File: config.mk
export PLATFORM = sky130hd
export DESIGN_NAME = lgts_ctrl
export DESIGN_NICKNAME = d
export VERILOG_FILES = /design/src/hdl/lgts_pkg.sv /design/src/hdl/lgts_ctrl.sv
export SDC_FILE = /design/constraint.sdc
export NUM_CORES = 1
export LEC_CHECK = 0
export ABC_AREA = 1
export BUFFER_PORTS_ARGS = -buffer_cell sky130_fd_sc_hd__buf_2
export CORE_ASPECT_RATIO = 0.9
export CORE_UTILIZATION = 47
export CTS_BUF_LIST = sky130_fd_sc_hd__clkbuf_16
export DETAILED_ROUTE_END_ITERATION = 12
export PLACE_DENSITY = 0.82
export SLEW_MARGIN = 5
export SYNTH_ARGS = -nofsm -noshare
export SYNTH_HDL_FRONTEND = slang
export SYNTH_SLANG_ARGS = --single-unit
File: constraint.sdc
create_clock -name clk -period 1.8 [get_ports clk]
set_clock_uncertainty 0.2 [all_clocks]
set_input_delay 0.09 -clock clk [delete_from_list [all_inputs] [get_ports clk]]
set_output_delay 0.09 -clock clk [all_outputs]
set_load 0.02 [all_outputs]
File: src/hdl/lgts_pkg.sv
// Shared types, constants and functions of the lattice gas torus simulator.
package lgts_pkg;

	// Default storage dimensions
	localparam int MAX_ROWS_DEF = 64;
	localparam int MAX_COLS_DEF = 64;

	// Particle direction bits
	localparam logic [3:0] DOWN  = 4'h1;
	localparam logic [3:0] UP    = 4'h2;
	localparam logic [3:0] LEFT  = 4'h4;
	localparam logic [3:0] RIGHT = 4'h8;

	// Command codes
	localparam logic [1:0] CMD_WRITE = 2'd0;
	localparam logic [1:0] CMD_RUN   = 2'd1;
	localparam logic [1:0] CMD_READ  = 2'd2;

	// Configuration register indexes
	localparam logic [1:0] CFG_ROW_COUNT  = 2'd0;
	localparam logic [1:0] CFG_COL_COUNT  = 2'd1;
	localparam logic [1:0] CFG_STEP_COUNT = 2'd2;

	localparam int CFG_DATA_W = 16;

	typedef struct packed {
		logic [1:0] command;
		logic [5:0] row;
		logic [5:0] col;
		logic [3:0] cell_in;
	} in_word_t;

	typedef struct packed {
		logic [3:0] cell_out;
		logic [1:0] done_kind;
	} out_word_t;

	// Which neighbor of the current cell a read or capture concerns
	typedef enum logic [1:0] {
		NB_LEFT  = 2'd0,
		NB_RIGHT = 2'd1,
		NB_UP    = 2'd2,
		NB_DOWN  = 2'd3
	} nbr_t;

	typedef struct packed {
		logic host_wr;
		logic host_rd;
		logic load_run;
		logic rd_en;
		nbr_t rd_nbr;
		logic cap_en;
		nbr_t cap_nbr;
		logic write_cell;
		logic next_step;
		logic copy_rd;
		logic copy_wr;
		logic post_run;
	} ctrl_cmd_t;

	typedef struct packed {
		logic s1_free;
		logic last_cell;
		logic last_step;
		logic zero_steps;
	} dp_status_t;

	// Particle that a neighbor sends into the current cell
	function automatic logic [3:0] nbr_bits(input nbr_t nb, input logic [3:0] v);
		logic [3:0] r;
		unique case (nb)
			NB_LEFT:  r = v & RIGHT;
			NB_RIGHT: r = v & LEFT;
			NB_UP:    r = v & DOWN;
			NB_DOWN:  r = v & UP;
			default:  r = 4'h0;
		endcase
		return r;
	endfunction

	// Head-on pairs rotate by ninety degrees, right-angle pairs swap their left and right bit, everything else passes
	function automatic logic [3:0] collide(input logic [3:0] v);
		logic [3:0] r;
		unique case (v)
			4'h3:    r = 4'hC;
			4'hC:    r = 4'h3;
			4'hA:    r = 4'h6;
			4'h9:    r = 4'h5;
			4'h6:    r = 4'hA;
			4'h5:    r = 4'h9;
			default: r = v;
		endcase
		return r;
	endfunction

endpackage

File: src/hdl/lgts_ctrl.sv
// Sequencer of the lattice gas simulator: host commands and the per-cell run schedule.
module lgts_ctrl (
	input  logic                  clk,
	input  logic                  arst_n,
	input  logic                  in_valid,
	input  logic [1:0]            in_command,
	output logic                  in_ready,
	input  lgts_pkg::dp_status_t  st,
	output lgts_pkg::ctrl_cmd_t   cmd
);

	typedef enum logic [9:0] {
		S_IDLE = 10'b00_0000_0001,
		S_LOAD = 10'b00_0000_0010,
		S_N0   = 10'b00_0000_0100,
		S_N1   = 10'b00_0000_1000,
		S_N2   = 10'b00_0001_0000,
		S_N3   = 10'b00_0010_0000,
		S_WR   = 10'b00_0100_0000,
		S_CR   = 10'b00_1000_0000,
		S_CW   = 10'b01_0000_0000,
		S_DONE = 10'b10_0000_0000
	} state_t;

	state_t state_q, state_d;

	always_ff @(posedge clk or negedge arst_n) begin
		if (!arst_n) begin
			state_q <= S_IDLE;
		end else begin
			state_q <= state_d;
		end
	end

	always_comb begin
		cmd      = '0;
		state_d  = state_q;
		in_ready = 1'b0;
		unique case (state_q)
			S_IDLE: begin
				in_ready = st.s1_free;
				if (in_valid && st.s1_free) begin
					unique case (in_command)
						lgts_pkg::CMD_WRITE: cmd.host_wr = 1'b1;
						lgts_pkg::CMD_READ:  cmd.host_rd = 1'b1;
						lgts_pkg::CMD_RUN: begin
							cmd.load_run = 1'b1;
							state_d      = S_LOAD;
						end
						default: ;
					endcase
				end
			end
			S_LOAD: begin
				state_d = st.zero_steps ? S_DONE : S_N0;
			end
			S_N0: begin
				cmd.rd_en  = 1'b1;
				cmd.rd_nbr = lgts_pkg::NB_LEFT;
				state_d    = S_N1;
			end
			S_N1: begin
				cmd.rd_en   = 1'b1;
				cmd.rd_nbr  = lgts_pkg::NB_RIGHT;
				cmd.cap_en  = 1'b1;
				cmd.cap_nbr = lgts_pkg::NB_LEFT;
				state_d     = S_N2;
			end
			S_N2: begin
				cmd.rd_en   = 1'b1;
				cmd.rd_nbr  = lgts_pkg::NB_UP;
				cmd.cap_en  = 1'b1;
				cmd.cap_nbr = lgts_pkg::NB_RIGHT;
				state_d     = S_N3;
			end
			S_N3: begin
				cmd.rd_en   = 1'b1;
				cmd.rd_nbr  = lgts_pkg::NB_DOWN;
				cmd.cap_en  = 1'b1;
				cmd.cap_nbr = lgts_pkg::NB_UP;
				state_d     = S_WR;
			end
			S_WR: begin
				cmd.write_cell = 1'b1;
				cmd.cap_nbr    = lgts_pkg::NB_DOWN;
				if (st.last_cell && st.last_step) begin
					state_d = S_CR;
				end else begin
					cmd.next_step = st.last_cell;
					state_d       = S_N0;
				end
			end
			// Copy the final grid of the active region into the other bank
			S_CR: begin
				cmd.copy_rd = 1'b1;
				state_d     = S_CW;
			end
			S_CW: begin
				cmd.copy_wr = 1'b1;
				state_d     = st.last_cell ? S_DONE : S_CR;
			end
			S_DONE: begin
				if (st.s1_free) begin
					cmd.post_run = 1'b1;
					state_d      = S_IDLE;
				end
			end
			default: state_d = S_IDLE;
		endcase
	end

endmodule

==> impl_metrics.tcl, run 1 <==
set metrics [dict create \
    status "finished, violations left" \
    violations "setup timing" \
    synthesis.area_sq_um 689 \
    vias 788 \
    port_buffers 23 \
    setup_ws_ns -0.0961 \
    clkLatencyLatePin_ns 0.24 \
    largest_register_ff_count 10 \
    final_nets 150 \
    firstDrtPassIters 4 \
    drv_cap 0 \
    min_path_type "input pin to async pin" \
    utilization_pct 81.1 \
    crit_start "state_q[4]" \
    path_max_fanout 6 \
    post-place-ws_ns 0.196 \
    cts_tree "done" \
    clock-sinks 10 \
    setup_violations 1 \
    synthMuxAreaShare_pct 0 \
    die_y_um 38.3 \
    clk_path_buf_depth 2 \
    final_cells 154 \
    overflow 0 \
    final-hold-violation-count 0 \
    p_leak_nw 0.662 \
    crit_top_cell "nand2_2" \
    fmax_ghz 0.527 \
    regMostFlops "state_q" \
    synth_compound_area_share_pct 2.90 \
    yosys.area_share.simple_pct 48.1 \
    ys_types 17 \
    yosys_register_bits 10 \
    place.gp.congestion 0.804 \
    grtUsageTotal_pct 25.4 \
    drt_iter0_markers 13 \
    worstSetupPathType "register to output port" \
    cp-end-kind "output port" \
    vdd_drop_max_mv 0.780 \
    drc 0 \
    dp_cells 139 \
    clk_pin_slew_ns 0.04 \
    critPathMaxStageDelay_ns 0.40 \
    finalPower_mw 0.929 \
    grt_setup_unrepaired "true" \
    ys_seq_area_share_pct 36.5 \
    drive_gt1_share_pct 40.7 \
    cp_slowest_cell "dfrtp_1" \
    hold_slack_ns 0.0434 \
    root_buffer "clkbuf_16" \
    stdcell_area_sq_um 1050 \
    worst_slew_pin_slew_ns 0.330 \
    diodes 0 \
    power_density_nw_per_um2 887 \
    dieArea_sq_um 1620 \
    reg2reg_slack_ns 0.18 \
    ios 24 \
    drv_slew 0 \
    postSynthCellCount 102 \
    yosys_warnings 0 \
    reg2reg_from "state_q[0]" \
    grt_pass1_vias 708 \
    die_w_um 42.4 \
    required_ns 1.51 \
    slew_headroom_pct 77.7 \
    viasPerCell 5.12 \
    placed_area_sq_um 822 \
    synth_fa_ha_area_share_pct 0 \
    rows 12 \
    numCtsBuffers 3 \
    post-dp-hpwl_mm 1.23 \
    synth_top_family_by_area "simple AND/OR/NAND/NOR gates" \
    detail-route-antenna-nets 0 \
    coreArea_sq_um 1290 \
    fin_crit_ns 1.90 \
    crit_arrival_ns 1.61 \
    grt_pass1_wl_mm 2.95 \
    rr_endpoint "state_q[0]" \
    setup_tns_ns -0.0961 \
    crit_chain "nor2_2 > nand2_2 > nor2_4 > nand2_2 > nor4_2 > buf_4" \
    wl_per_cell_um 12.8 \
    antenna_found_initial 0 \
    startpoint_type "register" \
    synth_area_per_cell_sq_um 6.76 \
    finalCritPeriodShare_pct 105 \
    largestRegisters "state_q: 10 flops" \
    synth_xor_area_share_pct 0 \
    grt_max_degree 11 \
    syn_to_final_growth_pct 51.9 \
    start_util_pct 53.4 \
    synth_fp_nets 111 \
    ff2ff_path_depth 9 \
    htree_levels 1 \
    routed_wirelength_mm 1.97 \
]
cells by family (layout without fill, tap and decap cells):
logic type	Yosys count	count (layout)
AND/OR/NAND/NOR	66	66
buffers and inverters	23	61
flip-flops	10	10
AO/OA/AOI/OAI	3	3
Yosys cell counts (all sizes together):
library cell / n / area share [%]
o22ai: 1 / 0.91
inv: 23 / 13
or2: 1 / 0.91
a21oi: 1 / 0.73
dfrtp: 9 / 33
nor4: 2 / 1.8
nor3b: 1 / 1.1
nor2b: 1 / 2.0
nand4: 3 / 2.7
nand3: 6 / 4.4
o41ai: 1 / 1.3
nand2: 29 / 19
dfstp: 1 / 3.8
nor2: 23 / 17
layout by cell type (no fill, tap or decap):
cell type and n:
a21oi_1 1, buf_2 18, buf_4 10, clkbuf_16 3, dfrtp_1 8, dfrtp_2 1, dfstp_2 1, dlygate4sd3_1 6
inv_1 24, nand2_1 20, nand2_2 9, nand3_1 6, nand4_1 3, nor2_1 12, nor2_2 8, nor2_4 3
nor2b_4 1, nor3b_2 1, nor4_2 2, o22ai_1 1, o41ai_1 1, or2_1 1
area by class of cell:
type / count / area [sq um]
Clock buffer: 3 / 75.1
Clock inverter: 1 / 3.75
Fill cell: 82 / 244
Inverter: 23 / 86.3
Multi-Input combinational cell: 69 / 387
Sequential cell: 10 / 253
Tap cell: 14 / 17.5
Timing Repair Buffer: 34 / 225
power breakdown:
part / switching [mW] / internal, mW
registers: 0.0159 / 0.246
clock network: 0.108 / 0.291
logic: 0.153 / 0.115
critical path: cells and delay by family, from the launching register on:
family / cells / cell delay (ns)
and+or+nand+nor: 5 / 0.76
DFF: 1 / 0.40
buffers and inverters: 1 / 0.21
routing by layer:
metal | share of wire, % | wire (um) | GRT usage (%)
met1 | 41 | 809 | 29.3
met2 | 51 | 1000 | 45.8
met3 | 5.6 | 110 | 8.49
met4 | 2.3 | 46 | 6.25
met5 | 0 | 0 | 0
how the worst max path moves through the flow:
stage	to	slack [ns]	cells past startpoint
3_5_place_dp	cmd[13]	0.20	6
3_3_place_gp	cmd[13]	0.22	6
6_report	cmd[13]	-0.1	6
2_1_floorplan	cmd[12]	0.05	5
4_1_cts	cmd[13]	0.003	6
5_1_grt	cmd[13]	-0.23	6
what timing repair did:
action / 4_1_cts / 5_1_grt
hold endpoints to repair: 14 / 0
setup buffers: 1 / 4
setup endpoints to repair: 3 / 8
gates resized for setup: 3 / 11
hold buffers: 6 / 0
pin swaps: 3 / 3
Note: power is estimated with default switching activity, not from simulation.
==> run 2: changes to the inputs <==
--- a/config.mk
+++ b/config.mk
@@ -12,6 +12,7 @@
 export CTS_BUF_LIST = sky130_fd_sc_hd__clkbuf_16
 export DETAILED_ROUTE_END_ITERATION = 12
 export PLACE_DENSITY = 0.82
+export RECOVER_POWER = 50
 export SLEW_MARGIN = 5
 export SYNTH_ARGS = -nofsm -noshare
 export SYNTH_HDL_FRONTEND = slang
==> impl_metrics.tcl, run 2 (synthesis gave the netlist of run 1 again) <==
set metrics [dict create \
    status "finished, violations left" \
    violations "setup timing" \
    p_seq_share_pct 28.2 \
    viasPerCell 5.10 \
    cp_top_family "simple AND/OR/NAND/NOR gates" \
    crit_chain "nor2_2 > nand2_2 > nor2_4 > nand2_2 > nor4_2 > buf_4" \
    startpoint_type "register" \
    drive_gt1_share_pct 40.0 \
    power.internal_mw 0.652 \
    whs_endpoint "state_q[9]" \
    detail-route-antenna-nets 0 \
    rows 12 \
    regMostFlops "state_q" \
    drt_iter0_markers 13 \
    p_leak_nw 0.659 \
    cp_slowest_cell "dfrtp_1" \
    fin_crit_ns 1.90 \
    final_nets 150 \
    crit_buf_inv 1 \
    coreArea_sq_um 1290 \
    htree_levels 1 \
    post-dp-hpwl_mm 1.23 \
    power.switching_mw 0.277 \
    clk_path_buf_depth 2 \
    place.gp.congestion 0.804 \
    utilization_pct 81.0 \
    reg2reg_from "state_q[0]" \
    fillers 83 \
    clock-sinks 10 \
    die_y_um 38.3 \
    ios 24 \
    final_common_cell "inv_1" \
    wl_per_cell_um 12.8 \
    grt_setup_unrepaired "true" \
    numCtsBuffers 3 \
    power_density_nw_per_um2 888 \
    largest_register_ff_count 10 \
    grtUsageTotal_pct 25.4 \
    clkLatencyLatePin_ns 0.24 \
    clk_pin_slew_ns 0.04 \
    ff2ff_path_depth 9 \
    syn_to_final_growth_pct 51.7 \
    routed_wirelength_mm 1.97 \
    start_util_pct 53.4 \
    finalCritPeriodShare_pct 105 \
    diodes 0 \
    min_path_type "input pin to register" \
    final-hold-violation-count 0 \
    pwr-share-clk_pct 43.0 \
    final_cell_mix "inv_1, nand2_1, buf_2" \
    drv_slew 0 \
    overflow 0 \
    grt_pass1_vias 708 \
    worstSetupPathType "register to output port" \
    grt_max_degree 11 \
    min_path_cells 4 \
    port_buffers 23 \
    cp-end-kind "output port" \
    largestRegisters "state_q: 10 flops" \
    setup_ws_ns -0.0965 \
    p_sw_share_pct 29.8 \
    critPathMaxStageDelay_ns 0.40 \
    firstDrtPassIters 4 \
    fmax_ghz 0.527 \
    slew_headroom_pct 62.6 \
    grt_pass1_wl_mm 2.95 \
    worst_slew_pin_slew_ns 0.561 \
    rr_endpoint "state_q[0]" \
    vias 786 \
    reg2reg_slack_ns 0.18 \
    drc 0 \
    antenna_found_initial 0 \
    crit_arrival_ns 1.61 \
    combPwrFrac_pct 28.9 \
    path_max_fanout 6 \
    setup_violations 1 \
    vdd_drop_max_mv 0.780 \
    root_buffer "clkbuf_16" \
    dieArea_sq_um 1620 \
    drv_cap 0 \
    min_from "st[3]" \
    cts_tree "done" \
    die_w_um 42.4 \
    required_ns 1.51 \
    crit_top_cell "nand2_2" \
    finalPower_mw 0.929 \
]
## run 2: repair_timing
action | in CTS | in global routing
gates resized for setup | 3 | 11
pin swaps | 3 | 3
setup endpoints to repair | 3 | 8
hold buffers | 6 | 0
hold endpoints to repair | 14 | 0
setup buffers | 1 | 4
## run 2: worst reg2reg max path: cells and delay by family, from the launching register on
family | cells | cell delay (ns)
simple gates | 7 | 0.53
flops | 1 | 0.56
buf+inv | 1 | 0.13
compound gates | 1 | 0.12
## run 2: stage by stage
stage	worst slack, ns	setup TNS (ns)	instances	hold slack, ns	area [sq um]
after global placement	0.218	0	139	-0.233	822
after CTS	0.00277	0	150	0.0521	981
after global routing	-0.225	-0.635	154	0.0844	1050
after floorplan	0.0472	0	102	-0.406	689
after detailed placement	0.196	0	139	-0.235	822
final	-0.0965	-0.0965	154	0.0592	1050
## run 2: layout make-up
cell class	instances	area [sq um]	area share [%]
Multi-Input combinational cell	69	387	37.0
Sequential cell	10	253	24.2
Timing Repair Buffer	34	224	21.4
Inverter	23	86.3	8.25
Clock buffer	3	75.1	7.18
Tap cell	14	17.5	1.67
Clock inverter	1	3.75	0.359
## run 2: how the worst max path moves through the flow
stage          startpoint  endpoint  slack, ns  depth (start not counted)
4_1_cts        state_q[3]   cmd[13]      0.003                          6
6_report       state_q[4]   cmd[13]       -0.1                          6
2_1_floorplan  state_q[4]   cmd[12]       0.05                          5
3_5_place_dp   state_q[4]   cmd[13]       0.20                          6
5_1_grt        state_q[2]   cmd[13]      -0.23                          6
3_3_place_gp   state_q[4]   cmd[13]       0.22                          6
## run 2: layer usage
layer | up-vias | GRT usage [%] | wire length, um
met5 | - | 0 | 0
met4 | 0 | 6.25 | 46
met3 | 7 | 8.49 | 107
met2 | 28 | 45.8 | 1000
met1 | 365 | 29.3 | 808
li1 | 386 | - | -
## run 2: power groups by stage
stage	logic (mW)	registers [mW]	clock network, mW
floorplan	0.154	0.261	0
global placement	0.197	0.264	0
detailed placement	0.201	0.264	0
CTS	0.222	0.261	0.402
global route	0.291	0.266	0.416
finish	0.268	0.262	0.399
